`config.mk`:
```
export PLATFORM = sky130hd
export DESIGN_NAME = spq_cell
export DESIGN_NICKNAME = d
export VERILOG_FILES = /design/src/hw/rtl/spq_pkg.sv /design/src/hw/rtl/spq_cell.sv
export SDC_FILE = /design/constraint.sdc
export NUM_CORES = 1
export LEC_CHECK = 0
export BUFFER_PORTS_ARGS = -buffer_cell sky130_fd_sc_hd__buf_2
export CORE_AREA = 2 2 154 156
export CTS_BUF_LIST = sky130_fd_sc_hd__clkbuf_4 sky130_fd_sc_hd__clkbuf_8
export CTS_CLUSTER_DIAMETER = 150
export DETAILED_ROUTE_END_ITERATION = 6
export DIE_AREA = 0 0 156 158
export GPL_TIMING_DRIVEN = 1
export HOLD_SLACK_MARGIN = 0.1
export PLACE_DENSITY = 0.63
export REMOVE_ABC_BUFFERS = 1
export SYNTH_ARGS = -nofsm -noshare
export SYNTH_HDL_FRONTEND = slang
export SYNTH_SLANG_ARGS = --single-unit
```
`constraint.sdc`:
```
create_clock -name clk_i -period 8.3 [get_ports clk_i]
set_clock_uncertainty 0.2 [all_clocks]
set_input_delay 0.415 -clock clk_i [delete_from_list [all_inputs] [get_ports clk_i]]
set_output_delay 0.415 -clock clk_i [all_outputs]
set_load 0.005 [all_outputs]
```
`src/hw/rtl/spq_pkg.sv`:
```
// ----------------------------------------------------------------------------
// spq_pkg
// Shared types, constants and the key compare for the sorted priority queue.
// ----------------------------------------------------------------------------
`default_nettype none

package spq_pkg;

  // Queue geometry
  localparam int DEPTH      = 16;
  localparam int NAME_BYTES = 8;

  // Field widths
  localparam int PRI_W  = 32;
  localparam int NAME_W = 64;
  localparam int OCC_W  = 5;
  localparam int CNT_W  = $clog2(DEPTH + 1);

  // Only the low NAME_BYTES bytes of a name take part
  localparam logic [NAME_W-1:0] NAME_MASK = {NAME_W{1'b1}} >> (NAME_W - 8 * NAME_BYTES);

  // Operation codes
  localparam logic FUNC_ENQ = 1'b0;
  localparam logic FUNC_DEQ = 1'b1;

  // Result status codes
  typedef enum logic [1:0] {
    STAT_DONE  = 2'd0,
    STAT_EMPTY = 2'd1,
    STAT_FULL  = 2'd2
  } status_e;

  // One queue slot
  typedef struct packed {
    logic                     valid;
    logic signed [PRI_W-1:0]  pri;
    logic        [NAME_W-1:0] name;
  } entry_t;

  // Per-cycle command broadcast to every cell
  typedef struct packed {
    logic push;
    logic pop;
  } cell_cmd_t;

  // True when key (pa, na) orders at or before key (pb, nb)
  function automatic logic key_le(logic signed [PRI_W-1:0] pa, logic [NAME_W-1:0] na,
                                  logic signed [PRI_W-1:0] pb, logic [NAME_W-1:0] nb);
    logic res;
    if (pa != pb) begin
      res = (pa < pb);
    end else begin
      res = (na <= nb);
    end
    return res;
  endfunction

endpackage

`default_nettype wire

```
`src/hw/rtl/spq_cell.sv`:
```
// ----------------------------------------------------------------------------
// spq_cell
// One slot of the sorted chain: compares its key with the incoming entry and
// keeps, takes the new entry, or takes a neighbour's entry each transfer.
// ----------------------------------------------------------------------------
`default_nettype none

module spq_cell (
  input  wire logic               clk_i,
  input  wire logic               rst_ni,
  input  wire spq_pkg::cell_cmd_t cmd_i,
  input  wire spq_pkg::entry_t    new_i,
  input  wire spq_pkg::entry_t    left_i,
  input  wire logic               left_le_i,
  input  wire spq_pkg::entry_t    right_i,
  output spq_pkg::entry_t         entry_o,
  output logic                    le_o
);

  logic                              valid_q;
  logic signed [spq_pkg::PRI_W-1:0]  pri_q;
  logic        [spq_pkg::NAME_W-1:0] name_q;
  spq_pkg::entry_t                   entry_d;

  assign entry_o = '{valid: valid_q, pri: pri_q, name: name_q};

  // Slot holds a key at or before the incoming one
  assign le_o = valid_q & spq_pkg::key_le(pri_q, name_q, new_i.pri, new_i.name);

  // Choose next slot content: keep, insert here, shift right or shift left
  always_comb begin
    entry_d = entry_o;
    if (cmd_i.push) begin
      if (!le_o) begin
        if (left_le_i) begin
          entry_d = new_i;
        end else begin
          entry_d = left_i;
        end
      end
    end else if (cmd_i.pop) begin
      entry_d = right_i;
    end
  end

  // Valid flag
  always_ff @(posedge clk_i or negedge rst_ni) begin
    if (!rst_ni) begin
      valid_q <= 1'b0;
    end else begin
      valid_q <= entry_d.valid;
    end
  end

  // Key payload
  always_ff @(posedge clk_i) begin
    pri_q  <= entry_d.pri;
    name_q <= entry_d.name;
  end

endmodule

`default_nettype wire

```
After elaboration in Yosys (flattened, before gate mapping). Cells that the tools add are included.

Output and inout bits: 98. Bits in writable memories: 0. Bits in read-only memories: 0. Latch bits: 0. Memories kept: 0. Input bits: 296. Flip-flop bits (word level): 97.

Add/subtract/negate cells: 0. Eq/ne operators: 2. Multipliers: 0. Bitwise operators: 1. Reductions and logical operators: 2. Order comparisons: 2. Multiplexer cells: 5. Shifts and indexed selects: 0. Div/mod/pow operators: 0.

Operators with widths (number): $mux W97 (4); $le A64 B64 Y1 (1); $lt A32 B32 Y1 (1); $ne A32 B32 Y1 (1); $ne A2 B2 Y1 const B (1); $reduce_and A2 Y1 (1); $reduce_bool A2 Y1 (1); $and A1 B1 Y1 (1); $mux W1 (1).

Logic depth before layout (Yosys ltp). Gate-level depths: netlist of the first run.

Depth after elaboration: 5. Mapped depth: 10.

Worst setup path before layout of the first run. Ideal clock, no wire load.

Kind: in2reg. Start: input port new_i[94] (netlist bit). End: register valid_q. Cell stages on the path: 10. Buffers on the path: 0. Setup time: 0.126 ns. Path slack: 4.858 ns. Arrival: 3.116 ns. Cell sequence: inv_1 ha_1 a21oi_1 nand2_1 a221oi_2 o21ai_1 or4_1 o211ai_2 mux2_4 mux2_4.

Cells in the longest elaborated chain, start to end: 5. Elaborated cells on any way between the ends: 6.

RTL lines: start, declared (line spq_cell.sv:12) `input wire spq_pkg::entry_t new_i,`; $lt A32 B32 Y1 / $ne A32 B32 Y1 (equally long branches) (line spq_pkg.sv:51, spq_pkg.sv:50); $mux W1 * (line spq_pkg.sv:50) `if (pa != pb) begin`; $and A1 B1 Y1 * (line spq_cell.sv:28) `assign le_o = valid_q & spq_pkg::key_le(pri_q, name_q, new_i.pri, new_i.name);`; $ne A2 B2 Y1 (no line) *; $reduce_and A2 Y1 (no line) *; end signal, assigned (line spq_cell.sv:51) `valid_q <= entry_d.valid;`; end, declared (line spq_cell.sv:20) `logic valid_q;`.

Mark *: on every way between the ends. The rest lies on a longest branch, timed or not. A chain may end at the register's enable or synchronous reset.

Worst setup path after layout of the first run.
Start: register name_q[46] (netlist bit). End: register valid_q.

Cells in the longest elaborated chain, start to end: 5.

RTL lines: start, declared (line spq_cell.sv:22) `logic [spq_pkg::NAME_W-1:0] name_q;`; start signal, assigned (line spq_cell.sv:58) `name_q <= entry_d.name;`; $le A64 B64 Y1 (line spq_pkg.sv:53) `res = (na <= nb);`; $mux W1 (line spq_pkg.sv:50); $and A1 B1 Y1 (line spq_cell.sv:28); $ne A2 B2 Y1 (no line); $reduce_and A2 Y1 (no line).

No other way between the ends.

==> insert_results.sql, run 1 <==
INSERT INTO impl_metrics (metric_group, metric, value, unit) VALUES
('run_status', 'outcome', 'completed', ''),
('logic_synthesis', 'post_synth_fa_ha_maj_area_fraction', '16.05', '%'),
('floorplan', 'rows', '56', ''),
('worst_setup_path', 'worst_setup_path_end_kind', 'flop', ''),
('logic_synthesis', 'synth_simple_gate_area_share', '11.29', '%'),
('global_route', 'largest_net_degree_at_the_start_of_global_routing', '92', ''),
('layout', 'final_core_util', '43.00', '%'),
('placement', 'placed_cells', '1430', ''),
('logic_synthesis', 'synth_xor_area_share', '0', '%'),
('layout', 'register_area', '0.002908', 'sq mm'),
('route', 'drtAntennaViolNets', '0', ''),
('pwr', 'clock_power_share', '19.0', '%'),
('worst_setup_path', 'kind_of_start_point_of_the_critical_path', 'flop', ''),
('global_route', 'first_global_vias', '6736', ''),
('worst_hold_path', 'min_path_type', 'primary input to flop', ''),
('sta', 'highest_attainable_clock_frequency', '235.1', 'MHz'),
('pwr', 'cellInternalPower', '1.086', 'mW'),
('logic_synthesis', 'flip_flop_cell_with_the_highest_count_after_synthesis', 'edfxtp_1', ''),
('worst_setup_path', 'worst_reg_to_reg_cells', '10', ''),
('clock_network', 'clock_pin_slew_worst_setup_and_hold_paths', '0.10', 'ns'),
('floorplan', 'die_x', '156', 'um'),
('clock_network', 'clock_insertion_delay_worst_skew', '0.38', 'ns'),
('worst_setup_path', 'reg2reg_to', 'valid_q', ''),
('floorplan', 'fp.dieArea', '0.02465', 'sq mm'),
('route', 'drt-initial-drc-count', '246', ''),
('worst_setup_path', 'cp-startpoint', 'name_q[46]', ''),
('layout', 'area_used_by_multi_input_combinational_logic', '0.004058', 'sq mm'),
('logic_synthesis', 'synth_edf_count', '96', ''),
('logic_synthesis', 'synth_top_area_cell', 'edfxtp_1', ''),
('floorplan', 'initial_utilization', '32.46', '%'),
('sta', 'final-hold-violation-count', '0', ''),
('clock_network', 'clock_path_buffers', '2', ''),
('pwr', 'power.density', '167.6', 'mW/mm^2'),
('placement', 'place_hpwl', '19940', 'um'),
('logic_synthesis', 'synth-compound-area-share', '13.51', '%'),
('pwr', 'total_switching_power', '575.2', 'uW'),
('route', 'avgRoutedWirePerCell', '16.43', 'um'),
('placement', 'place.gp.congestion', '0.8220', ''),
('global_route', 'grt_overflow_total', '0', ''),
('floorplan', 'core_area', '0.02305', 'sq mm'),
('logic_synthesis', 'ys_ff_latch', '97', ''),
('sta', 'worst-slew-pin-transition', '0.9549', 'ns'),
('placement', 'io_buffer_count', '393', ''),
('clock_network', 'post_cts.repair.setup_buffers', '0', ''),
('global_route', 'global_route_wire_length_before_repair', '35160', 'um'),
('route', 'drt-vias-per-instance', '4.865', ''),
('logic_synthesis', 'netlist-cell-type-count', '45', ''),
('route', 'drc', '0', ''),
('pwr', 'power_frac_comb', '36.8', '%'),
('clock_network', 'cts_tree', 'built', ''),
('route', 'total_length_of_routed_wires', '23770', 'um'),
('layout', 'area_growth_syn_to_layout', '32.47', '%'),
('clock_network', 'cts_buffers', '9', ''),
('layout', 'antenna-diode-count', '0', ''),
('route', 'route.vias.total', '7035', ''),
('sta', 'unrepaired_setup_endpoints_after_global_routing', 'false', ''),
('logic_synthesis', 'ys_async_sr_fraction', '1.031', '%'),
('clock_network', 'ctsResizeCount', '0', ''),
('global_route', 'global_route_usage_over_all_layers', '18.64', '%'),
('pwr', 'switching_share', '34.63', '%'),
('clock_network', 'clkSinkCount', '97', ''),
('logic_synthesis', 'synth_area', '0.007482', 'sq mm'),
('worst_setup_path', 'regToRegStartpoint', 'name_q[46]', ''),
('floorplan', 'i_o_pin_cnt', '394', ''),
('worst_setup_path', 'timing.critical_path.fanout_max', '54', ''),
('logic_synthesis', 'yosys-top-cells-area', 'edfxtp_1 (39%), ha_1 (16%), mux2i_1 (13%)', ''),
('logic_synthesis', 'postSynthCellCount', '777', ''),
('route', 'first_pass_iteration_count_of_the_detailed_router', '4', ''),
('sta', 'worst_slew_margin_rel', '36.34', '%'),
('logic_synthesis', 'yosys-mux-area-fraction', '13.38', '%'),
('logic_synthesis', 'dominant_combinational_cell_family_by_area_after_synthesis', 'adder cells', '');
final cells by class:
| type | instances | share of cell area, % |
|---|---|---|
| clock inverters | 5 | 0.5807 |
| repair buffers | 398 | 20.37 |
| inverters | 100 | 3.787 |
| clock buffers | 10 | 1.325 |
| multi-input cells | 546 | 40.94 |
| flip-flops and latches | 97 | 29.34 |
| well taps | 290 | 3.661 |
sequential cells by signal, indices dropped and copies added, names as in the netlist:
| register | cells |
|---|---|
| valid_q | 1 |
| pri_q | 32 |
| name_q | 64 |
worst min-delay path by stage:
stage | start | end | slack (ns) | depth (start not counted)
floorplan | rst_ni | valid_q | -0.08 | 0
global placement | rst_ni | valid_q | -0.01 | 1
detailed placement | rst_ni | valid_q | -0.007 | 1
CTS | rst_ni | valid_q | 0.12 | 2
global route | right_i[41] | name_q[41] | 0.13 | 3
finish | right_i[91] | pri_q[27] | 0.14 | 3
routing by layer:
metal  GRT usage (%)  part of all wire [%]  up-vias
met5               0                 0.055        -
met4           6.728                   2.6        2
met3           3.832                   6.9       35
met2           34.79                    50      301
met1           21.00                    41     3144
li1                -                     -     3553
power by group through the flow:
stage	Clock, mW	Sequential (mW)	Combinational [mW]
2_1_floorplan	0	0.743	0.302
3_3_place_gp	0	0.743	0.612
3_5_place_dp	0	0.748	0.619
4_1_cts	0.330	0.736	0.623
5_1_grt	0.344	0.747	0.691
6_report	0.316	0.735	0.611
worst max-delay path: stages, from the launching register on:
cell	delay [ns]
edfxtp_1	0.42
ha_1	0.36
nand4_1	0.13
nor3_1	0.53
nand4_2	0.22
a31oi_1	0.28
nor4_2	0.11
o211ai_2	0.18
mux2_4	0.57
buf_4	0.69
mux2_4	0.35
through the flow:
stage	hold WS, ns	worst slack (ns)	area, sq um	total power [mW]
CTS	0.1177	3.904	9912	1.689
floorplan	-0.08059	4.858	7341	1.046
finish	0.1442	4.046	9912	1.661
global placement	-0.01010	3.858	9713	1.354
detailed placement	-0.007059	3.803	9713	1.367
global route	0.1337	3.662	9912	1.781
logic make-up after synthesis:
| kind of cell | Yosys count |
|---|---|
| compound gates | 177 |
| fa+ha+maj | 96 |
| buf+inv | 134 |
| flops | 97 |
| mux | 99 |
| simple gates | 174 |
synthesized netlist by cell type (2+ instances only):
master    number
buf_1          9
nand4_2        3
mux2i_1       97
clkbuf_1      21
nand2b_1       2
a221oi_2       2
nor2b_1        4
ha_1          96
edfxtp_1      96
nor3_2         2
mux2_4         2
nor3_1         4
buf_2          2
nor2_1       103
nand4_1       19
inv_1        100
o21ai_0       12
a22oi_1        2
nor4_2         3
a21o_1         3
a21oi_2        2
or4_1          2
a31oi_1        2
o211ai_1       3
nand2_1       21
a21oi_1      139
o21ai_1        2
nand3_1        7
timing repair:
item | CTS | global route
setup endpoints to repair | 0 | 0
hold endpoints to repair | 1 | 0
hold buffers | 1 | 0
layout by cell type (no fill, tap or decap), types with 9 or more instances in the layout:
cell,n
edfxtp_1,96
mux2i_1,97
buf_2,391
inv_1,100
clkbuf_8,9
a21oi_1,139
nand2_1,21
nor2_1,103
ha_1,96
o21ai_0,12
nand4_1,19
(Power assumes the default switching activity.)
==> inputs of run 2 (changes only) <==
--- a/config.mk
+++ b/config.mk
@@ -6,14 +6,14 @@
 export NUM_CORES = 1
 export LEC_CHECK = 0
 export BUFFER_PORTS_ARGS = -buffer_cell sky130_fd_sc_hd__buf_2
-export CORE_AREA = 2 2 154 156
+export CORE_AREA = 2 2 152 154
 export CTS_BUF_LIST = sky130_fd_sc_hd__clkbuf_4 sky130_fd_sc_hd__clkbuf_8
 export CTS_CLUSTER_DIAMETER = 150
 export DETAILED_ROUTE_END_ITERATION = 6
-export DIE_AREA = 0 0 156 158
+export DIE_AREA = 0 0 154 156
 export GPL_TIMING_DRIVEN = 1
 export HOLD_SLACK_MARGIN = 0.1
-export PLACE_DENSITY = 0.63
+export PLACE_DENSITY = 0.67
 export REMOVE_ABC_BUFFERS = 1
 export SYNTH_ARGS = -nofsm -noshare
 export SYNTH_HDL_FRONTEND = slang
==> constraint.sdc (replaced) <==
create_clock -name clk_i -period 3.9 [get_ports clk_i]
set_clock_uncertainty 0.2 [all_clocks]
set_input_delay 0.195 -clock clk_i [delete_from_list [all_inputs] [get_ports clk_i]]
set_output_delay 0.195 -clock clk_i [all_outputs]
set_load 0.005 [all_outputs]
==> insert_results.sql, run 2 (same netlist as run 1, synthesis figures left out) <==
INSERT INTO impl_metrics (metric_group, metric, value, unit) VALUES
('floorplan', 'core_area', '0.02237', 'sq mm'),
('sta', 'worst-slew-pin-transition', '0.7819', 'ns'),
('placement', 'place_worst_setup_slack', '0.4374', 'ns'),
('clock_network', 'ctsResizeCount', '0', ''),
('sta', 'unrepaired_setup_endpoints_after_global_routing', 'false', ''),
('worst_setup_path', 'worst_reg_to_reg_cells', '10', ''),
('worst_setup_path', 'reg2reg_to', 'valid_q', ''),
('pwr', 'power.share.sequential', '41.1', '%'),
('sta', 'worst_slew_margin_rel', '47.87', '%'),
('clock_network', 'clock_insertion_delay_worst_skew', '0.37', 'ns'),
('global_route', 'global_route_wire_length_before_repair', '40650', 'um'),
('layout', 'antenna-diode-count', '0', ''),
('floorplan', 'rows', '55', ''),
('worst_setup_path', 'endpoint', 'valid_q', ''),
('global_route', 'largest_net_degree_at_the_start_of_global_routing', '94', ''),
('placement', 'place_hpwl', '19250', 'um'),
('worst_setup_path', 'timing.critical_path.fanout_max', '52', ''),
('global_route', 'first_global_vias', '8328', ''),
('layout', 'final_design_area_no_fill', '0.01191', 'sq mm'),
('clock_network', 'clock_path_buffers', '2', ''),
('clock_network', 'cts.htree.levels', '3', ''),
('worst_setup_path', 'worst_setup_path_end_kind', 'flop', ''),
('pwr', 'total_switching_power', '1.277', 'mW'),
('layout', 'num-nets-final', '1740', ''),
('run_status', 'outcome', 'completed', ''),
('layout', 'layout_top_registers', 'name_q (64), pri_q (32), valid_q (1)', ''),
('worst_setup_path', 'criticalPathCategory', 'flop to flop', ''),
('sta', 'hold-worst-slack', '0.1664', 'ns'),
('sta', 'finalCritPeriodShare', '86.87', '%'),
('pwr', 'clock_power_share', '17.7', '%'),
('sta', 'slew_violations', '0', ''),
('layout', 'flip_flop_count_of_the_largest_register_after_layout', '64', ''),
('global_route', 'grt_antenna_before_repair', '0', ''),
('placement', 'io_buffer_count', '393', ''),
('clock_network', 'clkSinkCount', '97', ''),
('pwr', 'ir_worst_vdd', '171.5', 'uV'),
('sta', 'post-route-worst-setup-slack', '0.5121', 'ns'),
('sta', 'highest_attainable_clock_frequency', '295.2', 'MHz'),
('floorplan', 'dieHeight', '156', 'um'),
('run', 'maxCapViolCount', '0', ''),
('sta', 'timing.final.setup_violations', '0', ''),
('route', 'drc', '0', ''),
('floorplan', 'initial_utilization', '33.45', '%'),
('worst_setup_path', 'arrival', '3.44', 'ns'),
('pwr', 'power.density', '317.0', 'mW/mm^2'),
('clock_network', 'clock_pin_slew_worst_setup_and_hold_paths', '0.10', 'ns'),
('clock_network', 'cts_tree', 'built', ''),
('pwr', 'power_frac_comb', '41.2', '%'),
('route', 'drt-initial-drc-count', '426', ''),
('clock_network', 'cts_buffers', '9', ''),
('layout', 'max_flop_register', 'name_q', ''),
('worst_hold_path', 'min_path_type', 'primary input to flop', ''),
('route', 'route.vias.total', '7982', ''),
('route', 'first_pass_iteration_count_of_the_detailed_router', '4', ''),
('pwr', 'switching_share', '33.82', '%'),
('worst_setup_path', 'kind_of_start_point_of_the_critical_path', 'flop', ''),
('clock_network', 'root_buffer_cell', 'clkbuf_8', ''),
('sta', 'fin_setup_tns', '0', 'ns'),
('floorplan', 'die_x', '154', 'um'),
('layout', 'drive_gt1_share', '32.17', '%'),
('route', 'drtAntennaViolNets', '0', ''),
('pwr', 'leakage_power_of_the_design', '5.880', 'nW'),
('sta', 'layout_min_cycle_time', '3.388', 'ns'),
('sta', 'final-hold-violation-count', '0', ''),
('floorplan', 'fp.dieArea', '0.02402', 'sq mm'),
('route', 'avgRoutedWirePerCell', '16.17', 'um'),
('worst_setup_path', 'cp-startpoint', 'name_q[59]', ''),
('layout', 'area_growth_syn_to_layout', '59.21', '%'),
('worst_setup_path', 'cp.required', '3.96', 'ns'),
('global_route', 'grt_overflow_total', '0', ''),
('placement', 'place.gp.congestion', '0.8054', ''),
('worst_setup_path', 'regToRegStartpoint', 'name_q[59]', ''),
('global_route', 'global_route_usage_over_all_layers', '21.29', '%'),
('worst_setup_path', 'regToRegSetupSlack', '0.51', 'ns'),
('layout', 'mostFrequentLayoutCells', 'buf_2 (391), dlygate4sd3_1 (195), a21oi_1 (139), nor2_1 (103), inv_1 (100)', ''),
('pwr', 'cellInternalPower', '2.499', 'mW'),
('worst_hold_path', 'hold-path-cell-count', '4', ''),
('placement', 'placed_area', '0.009772', 'sq mm'),
('clock_network', 'post_cts.repair.setup_buffers', '0', ''),
('layout', 'layout_commonest_cell', 'buf_2', ''),
('route', 'total_length_of_routed_wires', '26470', 'um'),
('floorplan', 'i_o_pin_cnt', '394', ''),
('route', 'drt-vias-per-instance', '4.876', '');
run 2: cell types whose count changed in the layout (fill, tap and decap cells not counted):
cell	before	now
buf_12	0	4
buf_4	4	2
dlygate4sd3_1	1	195
run 2: cell type report:
cell class                      count  area, sq um
Tap cell                          285        356.6
Fill cell                        1980        10450
Timing Repair Buffer              594         4026
Multi-Input combinational cell    546         4058
Clock buffer                       10        131.4
Clock inverter                      5        57.56
Inverter                          100        375.4
Sequential cell                    97         2908
run 2: worst min path at each step:
stage               slack [ns]        from      end
finish                    0.17  left_i[96]  valid_q
detailed placement       -0.23      rst_ni  valid_q
floorplan                -0.30      rst_ni  valid_q
global route              0.21  left_i[96]  valid_q
global placement         -0.23      rst_ni  valid_q
CTS                       0.15  left_i[96]  valid_q
run 2: metal layers:
layer  track usage, %  vias to the layer above  part of all wire [%]
li1                 -                     3940                     -
met1            22.75                     3661                    39
met2            41.19                      332                    52
met3            5.056                       49                   6.6
met4            6.676                        0                   2.4
met5                0                        -                     0
run 2: timing repair:
action | CTS | global route
hold buffers | 195 | 0
setup endpoints to repair | 0 | 0
endpoints found under the hold margin | 98 | 0
run 2: power groups by stage:
stage                     registers, mW  logic (mW)  clock network [mW]
final                              1.55        1.56               0.669
after global routing               1.58        1.73               0.736
after CTS                          1.55        1.55               0.700
after detailed placement           1.58        1.35                   0
after global placement             1.56        1.33                   0
after floorplan                    1.58       0.643                   0
run 2: per-stage QoR:
step           utilization (%)  total power, mW  std cells
6_report                 53.26            3.776       1637
5_1_grt                  53.26            4.045       1637
4_1_cts                  53.26            3.803       1637
3_5_place_dp             43.69            2.927       1427
3_3_place_gp             43.69            2.888       1427
2_1_floorplan                -            2.225        743
run 2: worst max-delay path, cell delays in order (launching register included):
cell and delay [ns]:
edfxtp_1 0.41, ha_1 0.34, nand4_2 0.20, nor4_4 0.47
nand4_2 0.21, a31oi_1 0.29, nor4_2 0.12, o211ai_2 0.19
mux2_4 0.21, buf_12 0.29, mux2_4 0.33
